## src/rtl/sscc_pkg.sv

```systemverilog
package sscc_pkg;

    // fixed field widths
    localparam int SAMPLE_W  = 16;
    localparam int SUM_W     = 40;
    localparam int THR_W     = 39;
    localparam int OFFSET_W  = 12;
    localparam int SQ_W      = 80;
    localparam int MAG_W     = 81;
    localparam int IN_DATA_W  = 48;
    localparam int OUT_DATA_W = 96;
    localparam int APB_DATA_W = 64;
    localparam int APB_ADDR_W = 4;

    localparam logic [THR_W-1:0] THR_RESET = THR_W'(800000);
    localparam logic signed [SUM_W-1:0] SUM_MAX = 40'sh7F_FFFF_FFFF;
    localparam logic signed [SUM_W-1:0] SUM_MIN = 40'sh80_0000_0000;

    // register index on the configuration port
    localparam logic REG_DETECT_THRESHOLD = 1'b0;

    // input item kinds
    localparam logic OP_REF_WRITE = 1'b0;
    localparam logic OP_CAPTURE   = 1'b1;

    // operand select for the shared squaring unit
    typedef enum logic [1:0] {
        SQ_THR = 2'd0,
        SQ_RE  = 2'd1,
        SQ_IM  = 2'd2
    } t_sq_sel;

    typedef struct packed {
        logic    in_ready;
        logic    search_init;
        logic    sq_load;
        t_sq_sel sq_sel;
        logic    mac_run;
        logic    peak_cmp;
        logic    seq_next;
        logic    emit;
        logic    emit_found;
    } t_cmd;

    typedef struct packed {
        logic start_req;
        logic sq_done;
        logic no_win;
        logic k_last;
        logic mac_done;
        logic j_last;
        logic over;
        logic s_last;
        logic out_free;
    } t_status;

endpackage

```

## src/rtl/sscc_ctrl.sv

```systemverilog
module sscc_ctrl (
    input  logic              i_clk,
    input  logic              i_rst_n,
    input  logic              i_in_valid,
    input  sscc_pkg::t_status i_status,
    output sscc_pkg::t_cmd    o_cmd
);
    import sscc_pkg::*;

    typedef enum logic [10:0] {
        S_IDLE     = 11'b000_0000_0001,
        S_THR_LOAD = 11'b000_0000_0010,
        S_THR_WAIT = 11'b000_0000_0100,
        S_MAC      = 11'b000_0000_1000,
        S_DRAIN    = 11'b000_0001_0000,
        S_MAG_RE   = 11'b000_0010_0000,
        S_MAG_IM   = 11'b000_0100_0000,
        S_MAG_WAIT = 11'b000_1000_0000,
        S_CMP      = 11'b001_0000_0000,
        S_SEQ_END  = 11'b010_0000_0000,
        S_FINISH   = 11'b100_0000_0000
    } t_state;

    t_state r_state, n_state;
    logic   r_found, n_found;

    always_ff @(posedge i_clk) begin
        if (!i_rst_n) begin
            r_state <= S_IDLE;
            r_found <= 1'b0;
        end else begin
            r_state <= n_state;
            r_found <= n_found;
        end
    end

    // next state and commands
    always_comb begin
        n_state = r_state;
        n_found = r_found;
        o_cmd   = '0;
        o_cmd.sq_sel     = SQ_THR;
        o_cmd.emit_found = r_found;
        case (r_state)
            S_IDLE: begin
                o_cmd.in_ready = 1'b1;
                if (i_in_valid && i_status.start_req) begin
                    n_state = S_THR_LOAD;
                end
            end
            S_THR_LOAD: begin
                o_cmd.search_init = 1'b1;
                o_cmd.sq_load     = 1'b1;
                n_found           = 1'b0;
                n_state           = S_THR_WAIT;
            end
            S_THR_WAIT: begin
                if (i_status.sq_done) begin
                    n_state = i_status.no_win ? S_FINISH : S_MAC;
                end
            end
            S_MAC: begin
                o_cmd.mac_run = 1'b1;
                if (i_status.k_last) begin
                    n_state = S_DRAIN;
                end
            end
            S_DRAIN: begin
                if (i_status.mac_done) begin
                    n_state = S_MAG_RE;
                end
            end
            S_MAG_RE: begin
                o_cmd.sq_load = 1'b1;
                o_cmd.sq_sel  = SQ_RE;
                n_state       = S_MAG_IM;
            end
            S_MAG_IM: begin
                o_cmd.sq_load = 1'b1;
                o_cmd.sq_sel  = SQ_IM;
                n_state       = S_MAG_WAIT;
            end
            S_MAG_WAIT: begin
                if (i_status.sq_done) begin
                    n_state = S_CMP;
                end
            end
            S_CMP: begin
                o_cmd.peak_cmp = 1'b1;
                n_state = i_status.j_last ? S_SEQ_END : S_MAC;
            end
            S_SEQ_END: begin
                if (i_status.over) begin
                    n_found = 1'b1;
                    n_state = S_FINISH;
                end else if (i_status.s_last) begin
                    n_state = S_FINISH;
                end else begin
                    o_cmd.seq_next = 1'b1;
                    n_state        = S_MAC;
                end
            end
            S_FINISH: begin
                if (i_status.out_free) begin
                    o_cmd.emit = 1'b1;
                    n_state    = S_IDLE;
                end
            end
            default: begin
                n_state = S_IDLE;
            end
        endcase
    end

    // a result leaves only from the finish state
    a_emit_from_finish: assert property (@(posedge i_clk) disable iff (!i_rst_n)
        o_cmd.emit |-> (r_state == S_FINISH))
        else $error("emit outside finish");

    // input is taken only while no search is running
    a_ready_idle: assert property (@(posedge i_clk) disable iff (!i_rst_n)
        o_cmd.in_ready |-> !o_cmd.mac_run && !o_cmd.sq_load)
        else $error("input taken during search");

    // found can only be set at the end of a sequence pass
    a_found_set: assert property (@(posedge i_clk) disable iff (!i_rst_n)
        $rose(r_found) |-> $past(r_state) == S_SEQ_END)
        else $error("found set outside sequence end");

endmodule

```

## config.mk

```make
export PLATFORM = sky130hd
export DESIGN_NAME = sscc_ctrl
export DESIGN_NICKNAME = d
export VERILOG_FILES = /design/src/rtl/sscc_pkg.sv /design/src/rtl/sscc_ctrl.sv
export SDC_FILE = /design/constraint.sdc
export NUM_CORES = 1
export LEC_CHECK = 0
export BUFFER_PORTS_ARGS = -buffer_cell sky130_fd_sc_hd__buf_2
export CAP_MARGIN = 20
export CORE_UTILIZATION = 30
export CTS_BUF_LIST = sky130_fd_sc_hd__clkbuf_8
export CTS_CLUSTER_DIAMETER = 150
export CTS_CLUSTER_SIZE = 24
export DETAILED_ROUTE_END_ITERATION = 8
export GPL_TIMING_DRIVEN = 1
export PLACE_DENSITY_LB_ADDON = 0.3
export SETUP_SLACK_MARGIN = 0.4
export SLEW_MARGIN = 10
export SYNTH_ARGS = -nofsm -noshare
export SYNTH_HDL_FRONTEND = slang
export SYNTH_SLANG_ARGS = --single-unit
export TNS_END_PERCENT = 1
```

## constraint.sdc

```tcl
create_clock -name i_clk -period 1.8 [get_ports i_clk]
set_input_delay 0.27 -clock i_clk [delete_from_list [all_inputs] [get_ports i_clk]]
set_output_delay 0.27 -clock i_clk [all_outputs]
set_load 0.02 [all_outputs]
```

=== Yosys cells after proc, flatten, opt, wreduce, memory -nomap -nowiden ===
Index checks and enable logic that the tools add are counted.

* Output and inout bits: 10
* Register bits: 12
* Logic and storage cells: 49
* Input port bits: 12

* Eq/ne operators: 18
* Reduce and logical (&&, ||, !) cells: 5
* Muxes and demuxes: 24

{| class="wikitable"
|+ Operators by type and width
! cell !! number
|-
| $pmux W11 S11 || 1
|-
| $mux W11 || 9
|-
| $ne A2 B2 Y1 const B || 7
|-
| $eq A11 B1 Y1 const B || 1
|-
| $eq A11 B10 Y1 const B || 1
|-
| $eq A11 B11 Y1 const B || 1
|-
| $eq A11 B2 Y1 const B || 1
|-
| $eq A11 B3 Y1 const B || 1
|-
| $eq A11 B4 Y1 const B || 1
|-
| $eq A11 B5 Y1 const B || 1
|-
| $eq A11 B6 Y1 const B || 1
|-
| $eq A11 B7 Y1 const B || 1
|-
| $eq A11 B8 Y1 const B || 1
|-
| $eq A11 B9 Y1 const B || 1
|-
| $mux W1 || 11
|-
| $mux W10 || 1
|-
| $reduce_and A6 Y1 || 1
|-
| $pmux W2 S2 || 1
|-
| $reduce_or A3 Y1 || 1
|-
| $pmux W1 S2 || 1
|-
| $reduce_and A2 Y1 || 1
|-
| $reduce_bool A2 Y1 || 1
|-
| $logic_and A1 B1 Y1 || 1
|}

=== Logic depth before layout (Yosys ltp) ===
* Word-level depth: 3
* Gate-level depth with buffers: 7
* Depth with buffers taken out: 5

=== Worst setup path after synthesis ===
OpenSTA, ideal clock, no wires.

* Kind: flip-flop to flip-flop
* Start point: reg r_state[4]
* End point: reg r_state[3]
* Setup slack: -0.337 ns
* Data arrival time: 2.078 ns
* Required time: 1.740 ns
* Setup time: 0.060 ns
* Cell stages (with the launch flop): 8
* Buffers on the path: 2
* Period minus slack after synthesis: 2.137 ns
* Cells stage by stage: dfxtp_1 > buf_6 > or4_4 > buf_6 > nor4_2 > a211oi_1 > o32ai_1 > and2_1

* Word-level cells in the longest chain between the ends: 3
* Elaborated cells between the ends (all ways): 19
* Classes of those cells: 17 x eq/ne; 1 x mux; 1 x reduce/logical

{| class="wikitable"
|+ Ends and longest elaborated chain
! element !! RTL line !! source
|-
| from (decl) || sscc_ctrl.sv:24 || <nowiki>t_state r_state, n_state;</nowiki>
|-
| from (signal assigned) || sscc_ctrl.sv:32 || <nowiki>r_state <= n_state;</nowiki>
|-
| $eq A11 B1 Y1 (tied with other cells) || sscc_ctrl.sv:44 || <nowiki>case (r_state)</nowiki>
|-
| $ne A2 B2 Y1 (no line) || n/a ||
|-
| $reduce_and A6 Y1 (no line) || n/a ||
|}

Parallel ways exist; a longest one is shown, timed or not.
A chain may end at the register's enable or synchronous reset.

==> results.toml <==
[status]
status = "finished, violations left"
violations = "setup timing"

[routing]
routed_wl_mm = 2.92
firstDrtPassIters = 4
wl_per_cell_um = 15.0
via_per_inst = 5.42
num_vias = 1056
drc_errors = 0
drtAntennaViolNets = 0
first_iter_violations = 38

[die]
die_h_um = 56.2
core_mm2 = 0.00276
ios = 22
initial_core_util = 0.319
die_w_um = 56.2
num_rows = 19
fp.dieArea_mm2 = 0.00316

[place]
postPlaceCellArea_mm2 = 0.00120
post-dp-hpwl_mm = 2.05
dp_slack_ns = -0.166
portBuffers = 21
gp_congestion = 0.917

[yosys]
synth_edf_count = 0
syn_area_per_cell_um2 = 7.80
ys_types = 48
ys_warn_count = 0
yosys.area.top_type = "dfxtp_1"
ys_seq_elements = 12
ys_seq_area_frac = 0.273
synth_area_um2 = 881
synthTopCellsByArea = "dfxtp_1 27%, nand2_1 4.7%, nor4_1 4.3%"
async_flop_share = 0
syn_inst = 113
synth_nets = 125
netlist.area_leader.share = 0.273
synth_flop_cell = "dfxtp_1"
synth.top_cells.by_count = "12 x dfxtp_1, 11 x nand2_1, 8 x nor2_1"
synth_most_common_cell = "dfxtp_1"

[cells_and_area]
area_growth_syn_to_layout_pct = 66.8
final_util = 0.533
n_antenna_cell = 0
nNetsFinal = 177
fin_area_mm2 = 0.00147
drive_above_1_share = 0.598

[clock_tree]
tritoncts.num_buffers = 3
cts_buffer_depth = 2
cts_tree = "done"
clockRootBuffer = "clkbuf_8"
h-tree-depth = 1
clock_latency_ns = 0.24
clk_pin_slew_ns = 0.06
cts_sinks = 12

[critical_path]
crit_chain = "or4_4 > buf_4 > nor2_4 > and4_1 > buf_4"
cp.depth = 5
crit_arrival_ns = 1.80
cp-endpoint = "o_cmd[1]"
slowest_stage = "or4_4"
crit_buf_inv = 2
crit_path_start_kind = "flip-flop"
crit_required_ns = 1.53
regToRegEndpoint = "r_state[3]"
rr_worst_depth = 7
r2r_setup_slack_ns = -0.25
crit_type = "flip-flop to primary output"
cpMostUsedCell = "buf_4"
crit_start = "r_state[4]"
crit_family = "simple AND/OR/NAND/NOR gates"
cp_max_fo = 5
max_stage_delay_ns = 0.59
reg2reg_from = "r_state[4]"
end_kind = "primary output"

[timing]
timing.final.crit_period_ns = 2.07
tightest_slew_ns = 0.316
layout_setup_ws_ns = -0.269
relSlewSlack = 0.789
drv_slew = 0
finalClockSkew_ns = 0.00342
rsz0062_at_grt = "yes"
fmax_ghz = 0.483
finalSetupViolations = 19
hold_viol_final = 0
hold_ws_ns = 0.286
period_share = 1.15

[power]
p_int_uw = 761
power_mw = 1.15
ir_worst_vdd_mv = 0.494
leakage_nw = 0.643
p_clk_frac = 0.264
power.share.combinational = 0.452
swShare = 0.341
seqPwrFrac = 0.284
p_switching_uw = 393
power_density_mw_per_mm2 = 786

[job]
max_cap_violations = 0

[global_route]
grtUsageMet3 = 0.0372
grt_pass1_wl_mm = 4.44
antenna_found_initial = 0
gr-usage-all-layers = 0.177
grt_pass1_vias = 999
grt_overflow = 0
grt_most_used_layer = "met2"
met1_usage = 0.223
grtUsageMet2 = 0.304
grt_max_degree = 12

[min_path]
hold_class = "primary input to flip-flop"
how the worst min path moves through the flow:
stage / from / to / slack (ns) / depth (start not counted)
5_1_grt: i_status[3] / r_state[9] / 0.29 / 2
2_1_floorplan: i_status[3] / r_state[9] / 0.42 / 1
4_1_cts: i_status[3] / r_state[9] / 0.28 / 2
3_3_place_gp: i_status[3] / r_state[9] / 0.52 / 2
6_report: i_status[3] / r_state[9] / 0.29 / 2
3_5_place_dp: i_status[3] / r_state[9] / 0.52 / 2
cell usage in the layout, fill, tap and decap left out, types with 3 or more instances in the layout:
cell	synthesis	final
nor2_1	8	5
nand2_1	11	9
and2_1	3	3
inv_1	5	3
nor4_4	1	3
buf_4	1	40
buf_2	1	13
clkbuf_8	0	4
o21ai_0	3	3
buf_6	3	4
nor3_1	7	3
or4b_4	0	3
or3_4	0	3
dfxtp_4	0	3
nor3_2	0	4
nor4_2	1	3
dfxtp_1	12	7
per-stage QoR:
| step | cells | TNS [ns] |
|---|---|---|
| 5_1_grt | 195 | -4.61 |
| 2_1_floorplan | 113 | -1.44 |
| 3_5_place_dp | 185 | -1.67 |
| 4_1_cts | 194 | -3.68 |
| 3_3_place_gp | 185 | -1.30 |
| 6_report | 195 | -3.69 |
power groups by stage:
stage                     Combinational [mW]  Clock (mW)  Sequential, mW
final                                  0.522       0.304           0.328
after global routing                   0.556       0.320           0.331
after CTS                              0.445       0.309           0.319
after detailed placement               0.399           0           0.314
after global placement                 0.401           0           0.312
after floorplan                        0.223           0           0.307
sequential cells by signal (all words and copies together) (netlist names):
signal   flops
r_found      1
r_state     11
final cells by class:
cell class                 instances  area (um2)
clock buffer                       4        55.1
fill                             261        1290
inverter                           5        18.8
multi-input combinational         86         692
sequential                        12         254
tap                               31        38.8
timing repair buffer              57         410
routing by layer:
| layer | up-vias | wire (um) |
|---|---|---|
| met5 | - | 0 |
| met4 | 0 | 32 |
| met3 | 6 | 142 |
| met2 | 40 | 1480 |
| met1 | 484 | 1270 |
| li1 | 526 | - |
logic make-up (layout without fill, tap and decap cells):
| kind of cell | Yosys count | in the layout | synth area share |
|---|---|---|---|
| buffers and inverters | 15 | 66 | 0.0952 |
| AOI/OAI and AO/OA | 21 | 21 | 0.162 |
| xor gates and xnor gates | 2 | 2 | 0.0199 |
| DFF | 12 | 12 | 0.273 |
| and+or+nand+nor | 63 | 63 | 0.450 |
repair_timing:
item,in CTS,in global routing
endpoints found under the hold margin,0,0
pin swaps,8,10
hold buffers,0,0
resized for setup,22,24
setup endpoints to repair,21,21
gates cloned,0,0
setup buffers,5,1
(Power assumes the default switching activity.)
