--- config.mk ---
export PLATFORM = sky130hd
export DESIGN_NAME = sscc_cfg
export DESIGN_NICKNAME = d
export VERILOG_FILES = /design/src/rtl/sscc_pkg.sv /design/src/rtl/sscc_cfg.sv
export SDC_FILE = /design/constraint.sdc
export NUM_CORES = 1
export LEC_CHECK = 0
export ABC_AREA = 1
export BUFFER_PORTS_ARGS = -buffer_cell sky130_fd_sc_hd__buf_2
export CORE_MARGIN = 2
export CORE_UTILIZATION = 35
export CTS_CLUSTER_DIAMETER = 150
export CTS_CLUSTER_SIZE = 30
export DETAILED_ROUTE_END_ITERATION = 7
export PLACE_DENSITY = 0.72
export REMOVE_ABC_BUFFERS = 1
export SYNTH_ARGS = -nofsm -noshare
export SYNTH_HDL_FRONTEND = slang
export SYNTH_SLANG_ARGS = --single-unit
--- constraint.sdc ---
create_clock -name i_clk -period 0.9 [get_ports i_clk]
set_input_delay 0.045 -clock i_clk [delete_from_list [all_inputs] [get_ports i_clk]]
set_output_delay 0.045 -clock i_clk [all_outputs]
set_load 0.1 [all_outputs]
--- src/rtl/sscc_pkg.sv ---
package sscc_pkg;

    // fixed field widths
    localparam int SAMPLE_W  = 16;
    localparam int SUM_W     = 40;
    localparam int THR_W     = 39;
    localparam int OFFSET_W  = 12;
    localparam int SQ_W      = 80;
    localparam int MAG_W     = 81;
    localparam int IN_DATA_W  = 48;
    localparam int OUT_DATA_W = 96;
    localparam int APB_DATA_W = 64;
    localparam int APB_ADDR_W = 4;

    localparam logic [THR_W-1:0] THR_RESET = THR_W'(800000);
    localparam logic signed [SUM_W-1:0] SUM_MAX = 40'sh7F_FFFF_FFFF;
    localparam logic signed [SUM_W-1:0] SUM_MIN = 40'sh80_0000_0000;

    // register index on the configuration port
    localparam logic REG_DETECT_THRESHOLD = 1'b0;

    // input item kinds
    localparam logic OP_REF_WRITE = 1'b0;
    localparam logic OP_CAPTURE   = 1'b1;

    // operand select for the shared squaring unit
    typedef enum logic [1:0] {
        SQ_THR = 2'd0,
        SQ_RE  = 2'd1,
        SQ_IM  = 2'd2
    } t_sq_sel;

    typedef struct packed {
        logic    in_ready;
        logic    search_init;
        logic    sq_load;
        t_sq_sel sq_sel;
        logic    mac_run;
        logic    peak_cmp;
        logic    seq_next;
        logic    emit;
        logic    emit_found;
    } t_cmd;

    typedef struct packed {
        logic start_req;
        logic sq_done;
        logic no_win;
        logic k_last;
        logic mac_done;
        logic j_last;
        logic over;
        logic s_last;
        logic out_free;
    } t_status;

endpackage

--- src/rtl/sscc_cfg.sv ---
module sscc_cfg (
    input  logic                              i_clk,
    input  logic                              i_rst_n,
    input  logic                              i_psel,
    input  logic                              i_penable,
    input  logic                              i_pwrite,
    input  logic [sscc_pkg::APB_ADDR_W-1:0]   i_paddr,
    input  logic [sscc_pkg::APB_DATA_W-1:0]   i_pwdata,
    output logic [sscc_pkg::APB_DATA_W-1:0]   o_prdata,
    output logic                              o_pready,
    output logic [sscc_pkg::THR_W-1:0]        o_threshold
);
    import sscc_pkg::*;

    logic [THR_W-1:0] r_thr;
    logic             w_sel_thr;

    // 64-bit registers at 8-byte spacing
    assign w_sel_thr = (i_paddr[3] == REG_DETECT_THRESHOLD);

    always_ff @(posedge i_clk) begin
        if (!i_rst_n) begin
            r_thr <= THR_RESET;
        end else if (i_psel && i_penable && i_pwrite && w_sel_thr) begin
            r_thr <= i_pwdata[THR_W-1:0];
        end
    end

    assign o_prdata    = w_sel_thr ? APB_DATA_W'(r_thr) : '0;
    assign o_pready    = 1'b1;
    assign o_threshold = r_thr;

endmodule

### After elaboration in Yosys (flattened, before gate mapping)

Index checks and enable logic that the tools add are counted.

* register bits: 39
* logic and storage cells: 6
* input port bits: 73

* multiplexer cells: 1
* bitwise operators: 1
* reduce and logical (&&, ||, !) cells: 3

Operator list (count)
* $mux 39: 1
* $logic_and 1x1->1: 3
* $not 1->1: 1

### Depth between registers and ports, before layout

Gate-level depths: netlist (run 1).

* depth after elaboration: 3
* gate-level depth with buffers: 8
* gate-level depth less buffers: 5

### Least setup slack after synthesis (run 1)

No wires, ideal clock.

* path type: reg2out
* from: reg r_thr[0] (netlist: o_threshold[0])
* to: out o_prdata[0] (netlist bit)
* cell stages (with the launch flop): 3
* required time: 0.855 ns
* setup slack: -1.459 ns
* arrival time: 2.314 ns
* cell sequence: dfxtp_1 > inv_1 > nor2_1

* longest elaborated chain between the ends: 1

RTL lines
* from (decl): line sscc_cfg.sv:15 `logic [THR_W-1:0] r_thr;`
* from (signal assigned): line sscc_cfg.sv:25 `r_thr <= i_pwdata[THR_W-1:0];`
* $mux 39: line sscc_cfg.sv:29 `assign o_prdata = w_sel_thr ? APB_DATA_W'(r_thr) : '0;`
* to (decl): line sscc_cfg.sv:9 `output logic [sscc_pkg::APB_DATA_W-1:0] o_prdata,`

No other way between the ends.

### Final worst setup path (run 1)

* from: reg r_thr[26] (netlist: o_threshold[26])
* to: out o_prdata[26] (netlist bit)

The elaborated chain is that of the path after synthesis.

==> impl_results.md, run 1 <==
- Detailed Routing Iterations Pass 1: 6
- Max reg flops: 39
- Nets: 609
- Crit Path Max Fanout: 2
- Worst setup path start: o_threshold[26]
- First-pass GRT wire length: 12.4 mm
- Post-DP HPWL: 5.60 mm
- Chip Width: 82.6 µm
- Syn Inst Count: 355
- Area contributors post-synth: dfxtp_1 36%, nor2_1 18%, inv_1 13%, buf_4 10%, nand3_1 9.0%
- # IOs: 177
- H-tree Lvls: 2
- Area grow syn2layout: 131%
- Clk sink count: 39
- Root buf cell: clkbuf_8
- Pwr per Cell Area: 1110 nW/µm²
- Hold_sp: i_pwdata[28]
- Largest net degree at the start of global routing: 24
- Drt drc: 0
- Routability cong.: 0.735
- Fill cells: 320
- Buffers on Ports: 122
- Sequential area share after synthesis: 0.361
- RSZ-0062 raised after global routing: true
- Clock slew at reported path FFs: 0.08 ns
- GRT Util Overall: 0.239
- Final setup fails: 78
- Diode count: 0
- Total wire length: 8.82 mm
- Final critical-path required period: 1.05 ns
- Status: finished, violations left
- CP Capture Type: output pin
- Worst Hold Class: in -> reg
- Lkg Pwr: 2.34 nW
- Cell-internal power: 3.12 mW
- Core box area: 5960 µm²
- Hold endpoint: o_threshold[28]
- Dominant cell type by area after synthesis: dfxtp_1
- Initial antenna violation count: 0
- # Max-Cap Violations: 0
- Crit path kind: reg -> out
- Netlist cell types: 16
- Switching power: 2.45 mW
- Final ANT Viol Nets: 0
- Post-synth top area share: 0.361
- Routed WL per cell: 14.5 µm
- Clk_lat worst skew: 0.28 ns
- Die Ht: 82.6 µm
- Failing checks: negative setup slack
- Logic pwr share: 0.468
- Max VDD drop: 0.000795 V
- CTS tree: yes
- Final Cycle Share: 1.17
- Overall via count from detail_route: 2768
- Worst R2R Start: o_threshold[34]
- CTS Buf Count: 5
- Vias in the first global route: 2728
- Avg Cell Area, Syn: 6.09 µm²
- WP data arrival: 1.01 ns
- Hold path cells: 5
- Clock tree buffer depth: 2
- Share of layout cells above drive strength 1: 0.593
- Final hold violations: 0
- Critical R2R Capture: o_threshold[34]
- FF-to-FF setup slack: 0.02 ns
- Setup WS post-layout: -0.150 ns
- Pre-CTS WS: -0.0864 ns
- Num rows: 28
- Register share of total power: 0.333
- Die area: 6830 µm²
- R2R depth: 4
- YS warnings: 0
- Skew final: 0 ns
- Initial core utilization: 0.363
- Total congestion overflow: 0
- Clock share of power: 0.198
- Mapped Area: 2160 µm²
- Iter 0 DRT Violations: 66
- Drt via density: 4.54
- CP Data Required Time: 0.85 ns
- Sw frac: 0.440
- Slew Viols, Final: 0
- Yosys reg bits: 39
- Peak Freq: 952 MHz
- Total power draw: 5.56 mW
- Startpoint Class: flip-flop
-- area by class of cell --
cell class              count  area (µm²)  share of cell area
repair buffers            195        2540               0.508
clock buffers               6        72.6              0.0145
flip-flops and latches     39         830               0.166
inverters                  75         282              0.0562
multi-input cells         220        1180               0.237
well taps                  75        93.8              0.0187
-- synthesized netlist by cell type (all sizes together) --
library cell / n
dfxtp: 39
inv: 74
nand3: 39
nor2: 107
clkinv: 1
buf: 42
clkbuf: 3
nand2: 48
conb: 2
-- timing repair --
item / CTS / global route
buffers inserted: 7 / 10
hold buffers: 6 / 0
resized for setup: 181 / 17
endpoints found under the setup margin: 78 / 79
pin swaps: 36 / 33
endpoints found under the hold margin: 6 / 0
-- placed cells by master, fill, tap and decap left out --
| master | instances |
|---|---|
| clkbuf_1 | 1 |
| clkinv_1 | 1 |
| nor2_1 | 64 |
| inv_2 | 40 |
| buf_12 | 82 |
| nor2_2 | 3 |
| nand2_1 | 47 |
| dfxtp_2 | 39 |
| buf_2 | 44 |
| buf_4 | 23 |
| clkbuf_8 | 5 |
| nand2_2 | 1 |
| buf_6 | 40 |
| dlygate4sd3_1 | 6 |
| inv_1 | 34 |
| conb_1 | 26 |
| nand3_1 | 39 |
| nor2_4 | 40 |
-- cell families (layout without fill, tap and decap cells) --
logic type | after synthesis | in the layout | share of synthesized area
DFF | 39 | 39 | 0.361
other | 2 | 26 | 0.00347
and+or+nand+nor | 194 | 194 | 0.365
buffers and inverters | 120 | 276 | 0.271
-- power groups by stage --
stage | sequential (mW) | combinational [mW] | clock (mW)
2_1_floorplan | 2.30 | 1.05 | 0
3_3_place_gp | 1.85 | 2.33 | 0
3_5_place_dp | 1.86 | 2.36 | 0
4_1_cts | 1.85 | 2.53 | 1.11
5_1_grt | 1.86 | 2.70 | 1.18
6_report | 1.85 | 2.60 | 1.10
-- worst max path at each step --
stage / to
after floorplan: o_prdata[0]
after global placement: o_threshold[13]
after detailed placement: o_threshold[29]
after CTS: o_prdata[31]
after global routing: o_prdata[26]
final: o_prdata[26]
-- layer usage --
layer,vias to the layer above,wire (µm),global-route usage
li1,1321,-,-
met1,1294,3110,0.229
met2,127,4810,0.485
met3,26,616,0.0576
met4,0,279,0.0803
met5,-,0,0
-- worst max-delay path, cell delays in order, from the launching register on --
cell,delay [ns]
dfxtp_2,0.36
inv_2,0.06
nor2_4,0.12
buf_12,0.18
-- per-stage QoR --
step | area (µm²) | TNS (ns) | hold slack (ns) | instances | util
2_1_floorplan | 1950 | -73.04 | 0.130 | 334 | -
3_3_place_gp | 4250 | -0.111 | 0.255 | 581 | 0.714
3_5_place_dp | 4250 | -1.16 | 0.271 | 581 | 0.714
4_1_cts | 4880 | -6.34 | 0.0737 | 600 | 0.819
5_1_grt | 5010 | -8.04 | 0.0838 | 610 | 0.841
6_report | 5010 | -5.72 | 0.0769 | 610 | 0.841
(Power assumes the default switching activity.)
==> inputs of run 2 (changes only) <==
Settings changed: ABC_AREA 1 to 0, CORE_UTILIZATION 35 to 34, CTS_CLUSTER_DIAMETER 150 to 60, SLEW_MARGIN set to 20.
==> run 2 against run 1 <==
Effect of this change: the run still ends with negative setup slack left; largest cell class unchanged; clock-buffer cell count unchanged; clock skew unchanged; non-clock buffer count up 18; critical path depth down 1; via count down 17%; cell count down 15%; combinational power down 22%; final area up 3.2%; setup slack better by 0.0027 ns; maximum frequency up 0.26%; sequential power down 3%.
==> impl_results.md, run 2 <==
- Die area: 6690 µm² (-2.0%)
- Fill cells: 269 (-16%)
- RSZ-0062 raised after global routing: true
- Num rows: 28 (unchanged)
- Yosys reg bits: 39 (unchanged)
- Routability cong.: 0.689 (-6.2%)
- Sw frac: 0.360 (-0.0800)
- CTS Buf Count: 5 (unchanged)
- GRT Util Overall: 0.230 (-0.00848)
- Overall via count from detail_route: 2308 (-17%)
- Post-synth EDFFs: 0 (unchanged)
- Final critical-path required period: 1.05 ns (-0.00274 ns)
- Die Ht: 81.8 µm (-1.0%)
- Clock share of power: 0.309 (+0.111)
- Placed cell area: 4120 µm² (-3.2%)
- Total congestion overflow: 0 (unchanged)
- CTS tree: yes
- First-pass GRT wire length: 11.8 mm (-4.7%)
- Detailed Routing Iterations Pass 1: 4 (-2)
- Post-synth top cells: 66 x nand2_1, 46 x nor2b_1, 39 x dfxtp_1, 39 x mux2i_1, 28 x buf_4
- Post-DP HPWL: 4.69 mm (-16%)
- Iter 0 DRT Violations: 51 (-23%)
- Initial antenna violation count: 0 (unchanged)
- CP Data Required Time: 0.85 ns (about the same)
- Chip Width: 81.8 µm (-1.0%)
- Final hold violations: 0 (unchanged)
- Core box area: 5890 µm² (-1.2%)
- Pwr per Cell Area: 1070 nW/µm² (-3.5%)
- Initial core utilization: 0.349 (-0.0137)
- Max reg flops: 39 (unchanged)
- Failing checks: negative setup slack
- Nets: 515 (-15%)
- H-tree Lvls: 2 (unchanged)
- Drt drc: 0 (unchanged)
- Routed WL per cell: 15.0 µm (+3.9%)
- Skew final: 0 ns (unchanged)
- Cell-internal power: 3.55 mW (+14%)
- Register share of total power: 0.325 (-0.008)
- Most frequent cells in the layout: 82 x buf_12, 64 x nand2_1, 44 x buf_2, 42 x buf_6
- Slew Viols, Final: 0 (unchanged)
- Largest net degree at the start of global routing: 40 (+67%)
- Total wire length: 7.78 mm (-12%)
- Finished Cell Area: 5170 µm² (+3.2%)
- WP data arrival: 1.00 ns (about the same)
- Clock slew at reported path FFs: 0.08 ns (about the same)
- Avg Cell Area, Syn: 8.50 µm² (+39%)
- Diode count: 0 (unchanged)
- Commonest non-fill, non-tap cell in the layout: buf_12
- # IOs: 177 (unchanged)
- Vias in the first global route: 2430 (-11%)
- Top-count cell post-synth: nand2_1
- Switching power: 1.99 mW (-19%)
- Share of layout cells above drive strength 1: 0.632 (+0.0395)
- Buffers on Ports: 122 (unchanged)
- Setup TNS: -6.10 ns (-0.381 ns)
- Setup WS post-layout: -0.148 ns (+0.00274 ns)
- Status: finished, violations left
- Mapped Area: 2060 µm² (-4.9%)
- Netlist cell types: 12 (-4)
- Logic pwr share: 0.366 (-0.102)
- Final setup fails: 78 (unchanged)
- Crit Path Max Fanout: 2 (unchanged)
- Dominant cell type by area after synthesis: dfxtp_1
- Post-synth top area share: 0.380 (+0.0187)
- Sequential area share after synthesis: 0.380 (+0.0187)
- Lkg Pwr: 2.23 nW (-4.9%)
- # Max-Cap Violations: 0 (unchanged)
- FFs w/ async S/R, synth: 0 (unchanged)
- Drt via density: 4.46 (-1.8%)
- Max VDD drop: 0.000967 V (+22%)
- Worst Hold Class: in -> reg
- Peak Freq: 955 MHz (+0.26%)
- Root buf cell: clkbuf_8
- Area grow syn2layout: 151%
- Startpoint Class: flip-flop
- Final Cycle Share: 1.16 (-0.00304)
- Clk sink count: 39 (unchanged)
- Area contributors post-synth: dfxtp_1 38%, mux2i_1 19%, nor2b_1 14%, nand2_1 12%, buf_4 10%
- Final ANT Viol Nets: 0 (unchanged)
- Ys flop type: dfxtp_1
- YS warnings: 0 (unchanged)
- Crit path kind: reg -> out
- Clk_lat worst skew: 0.28 ns (about the same)
- Syn Inst Count: 242 (-32%)
- Clock tree buffer depth: 2 (unchanged)
- CP Capture Type: output pin
[run 2: changes by cell type after synthesis, moves of 7 or more]
cell / before / now
nor2_1: 105 / 0
nand2_1: 47 / 66
inv_1: 73 / 0
nand3_1: 39 / 0
nor2b_1: 0 / 46
buf_2: 9 / 2
clkbuf_1: 3 / 11
mux2i_1: 0 / 39
[run 2: critical path, cell delays in order, from the launching register on]
cell     delay (ns)
dfxtp_2        0.34
and2b_2        0.21
buf_12         0.17
[run 2: per-stage QoR]
stage          power (mW)  utilization  setup slack, ns  hold slack, ns  instances
3_3_place_gp         3.56        0.699          -0.0905           0.291        463
5_1_grt              5.74        0.878           -0.185          0.0104        518
4_1_cts              5.56        0.851           -0.145         0.00251        500
2_1_floorplan        2.97            -            -1.54           0.187        222
3_5_place_dp         3.59        0.699           -0.129           0.297        463
6_report             5.54        0.878           -0.148          0.0121        518
[run 2: path summary, 6_finish.rpt]
| kind | cells past startpoint | slack [ns] | from | to |
|---|---|---|---|---|
| max reg2reg | 5 | 0.02 | o_threshold[20] | o_threshold[20] |
| max | 2 | -0.15 | o_threshold[27] | o_prdata[27] |
| min reg2reg | 3 | 0.58 | o_threshold[30] | o_threshold[30] |
| min | 3 | 0.01 | i_pwdata[31] | o_threshold[31] |
[run 2: what timing repair did]
item / in CTS / in global routing
endpoints found under the setup margin: 78 / 78
buffers inserted: 6 / 18
cloned: 1 / 0
hold buffers: 22 / 0
endpoints found under the hold margin: 22 / 0
gates resized for setup: 148 / 8
[run 2: cells by family (layout without fill, tap and decap cells)]
kind of cell,after synthesis,count (layout),share of synthesized area
simple gates,118,118,0.286
buf+inv,44,221,0.141
mux,39,39,0.190
flops,39,39,0.380
other cells,2,26,0.00365
[run 2: power by group through the flow]
| stage | logic [mW] | clock network, mW | registers (mW) |
|---|---|---|---|
| floorplan | 0.866 | 0 | 2.10 |
| global placement | 1.74 | 0 | 1.82 |
| detailed placement | 1.77 | 0 | 1.82 |
| CTS | 1.99 | 1.77 | 1.80 |
| global route | 2.10 | 1.84 | 1.80 |
| finish | 2.03 | 1.71 | 1.80 |
[run 2: area by class of cell]
type                    count  area (µm²)  share of cell area
flip-flops and latches     39         830               0.160
clock buffers               6        72.6              0.0140
well taps                  75        93.8              0.0182
repair buffers            213        2770               0.536
multi-input cells         183        1340               0.259
clock inverters             2        60.1              0.0116
[run 2: metal layers]
layer  vias up  GRT usage  part of all wire
met5         -          0                 0
met4         0     0.0617             0.016
met3        12     0.0659             0.066
met2       102      0.450              0.56
met1      1092      0.236              0.36
li1       1102          -                 -
==> inputs of run 3 (changes only) <==
Settings changed: MAX_ROUTING_LAYER set to met4, SETUP_SLACK_MARGIN set to 0.15.
==> run 3 against run 2 <==
Effect of this change: the flow finishes with violations (negative hold slack, negative setup slack); die area unchanged; critical path depth unchanged; combinational power increased by 8%; cell count grew 2.3%; core utilization rose by 7.1 points; total power up 4.5%; first-iteration DRC count increased by 100%; sequential cell count unchanged; worst hold slack worse by 0.019 ns; non-clock buffer count up 12; final area is 8.1% higher; largest power group unchanged; highest routed layer unchanged.
==> impl_results.md, run 3 (synthesized netlist as in run 2, its figures left out) <==
- Total wire length: 11.4 mm (+47%)
- Drt drc: 0 (unchanged)
- Status: finished, violations left
- Final ANT Viol Nets: 0 (unchanged)
- Slew Viols, Final: 0 (unchanged)
- Max VDD drop: 0.000860 V (-11%)
- CP Data Required Time: 0.85 ns (about the same)
- Clk sink count: 39 (unchanged)
- Nets: 527 (+2.3%)
- Detailed Routing Iterations Pass 1: 4 (unchanged)
- Pwr per Cell Area: 1040 nW/µm² (-3.4%)
- Drt via density: 4.74 (+6.4%)
- Largest net degree at the start of global routing: 40 (unchanged)
- Buffers on Ports: 122 (unchanged)
- Lkg Pwr: 2.42 nW (+8.7%)
- Clock tree buffer depth: 2 (unchanged)
- Clock slew at reported path FFs: 0.08 ns (about the same)
- GRT Util Overall: 0.261 (+0.0310)
- Die Ht: 81.8 µm (unchanged)
- Placed insts: 463 (unchanged)
- Worst R2R Start: o_threshold[12]
- CP Capture Type: output pin
- Total congestion overflow: 0 (unchanged)
- Skew final: 0 ns (unchanged)
- Max reg flops: 39 (unchanged)
- Overall via count from detail_route: 2513 (+8.9%)
- Post-DP HPWL: 4.69 mm (unchanged)
- Failing checks: negative hold slack, negative setup slack
- Chip Width: 81.8 µm (unchanged)
- Final hold violations: 2 (+2)
- CTS tree: yes
- Final setup fails: 80 (+2.6%)
- Share of layout cells above drive strength 1: 0.686 (+0.0537)
- Die area: 6690 µm² (unchanged)
- Initial antenna violation count: 0 (unchanged)
- Worst Hold Class: in -> reg
- Clk_lat worst skew: 0.29 ns (about the same)
- Setup WS post-layout: -0.179 ns (-0.0316 ns)
- Hold slack: -0.00706 ns (-0.0192 ns)
- Area grow syn2layout: 172%
- Iter 0 DRT Violations: 102 (+100%)
- Diode count: 0 (unchanged)
- Hold_sp: i_pwdata[3]
- WP data arrival: 1.03 ns (+0.03 ns)
- First-pass GRT wire length: 12.7 mm (+7.4%)
- Core box area: 5890 µm² (unchanged)
- Crit path kind: reg -> out
- Final Core Density: 0.949 (+0.0710)
- Worst setup path start: o_threshold[8]
- # Max-Cap Violations: 0 (unchanged)
- Startpoint Class: flip-flop
- Routability cong.: 0.696 (+1.0%)
- Non-filler cells, final: 530 (+2.3%)
- Most frequent cells in the layout: 84 x buf_12, 62 x buf_6, 50 x nand2_1, 43 x buf_2, 39 x dfxtp_2
- RSZ-0062 raised after global routing: true
- Num rows: 28 (unchanged)
- Peak Freq: 927 MHz (-2.9%)
- Root buf cell: clkbuf_8
- Vias in the first global route: 2459 (+1.2%)
- # IOs: 177 (unchanged)
- Commonest non-fill, non-tap cell in the layout: buf_12
- Crit Path Max Fanout: 2 (unchanged)
- Routed WL per cell: 21.6 µm (+44%)
- Initial core utilization: 0.349 (unchanged)
- Final Cycle Share: 1.20 (+0.0351)
- CTS Buf Count: 5 (unchanged)
- Setup TNS: -8.16 ns (-2.06 ns)
- H-tree Lvls: 2 (unchanged)
- Final critical-path required period: 1.08 ns (+0.0316 ns)
==> run 3: metrics by stage <==
stage / instance area (µm²) / worst slack (ns) / power, mW
after CTS: 5170 / -0.145 / 5.61
after global placement: 4120 / -0.0905 / 3.56
after detailed placement: 4120 / -0.129 / 3.59
after global routing: 5590 / -0.198 / 5.91
final: 5590 / -0.179 / 5.79
after floorplan: 1860 / -1.54 / 2.97
==> run 3: report_power, final <==
| group | internal (mW) | switching, mW |
|---|---|---|
| Sequential | 1.77 | 0.0335 |
| Combinational | 0.744 | 1.46 |
| Clock | 1.11 | 0.671 |
| Total | 3.62 | 2.16 |
==> run 3: final timing paths <==
kind                          end  slack (ns)  depth (start not counted)
setup / recovery      o_prdata[8]       -0.18                          2
hold / removal     o_threshold[3]      -0.007                          3
setup reg to reg  o_threshold[12]       -0.03                          4
hold reg to reg   o_threshold[21]        0.59                          3
==> run 3: metal layers <==
metal / vias to the layer above / part of all wire / track usage
met5: - / 0 / -
met4: 0 / 0.044 / 0.0767
met3: 41 / 0.059 / 0.0549
met2: 145 / 0.55 / 0.493
met1: 1197 / 0.35 / 0.271
li1: 1130 / - / -
==> run 3: timing repair <==
item                                   4_1_cts  5_1_grt
setup buffers                                7       23
endpoints found under the hold margin       22        0
cloned                                       5        2
setup endpoints to repair                   81      112
gates resized for setup                    158       54
hold buffers                                22        0
==> run 3: worst max-delay path, stage by stage, from the launching register on <==
cell,delay (ns)
dfxtp_2,0.37
nor2b_4,0.19
buf_12,0.18
==> run 3: final cells by class <==
class | instances | area, µm²
repair buffers | 225 | 3090
multi-input cells | 183 | 1440
flip-flops and latches | 39 | 830
fillers | 158 | 298
well taps | 75 | 93.8
clock buffers | 6 | 72.6
clock inverters | 2 | 60.1
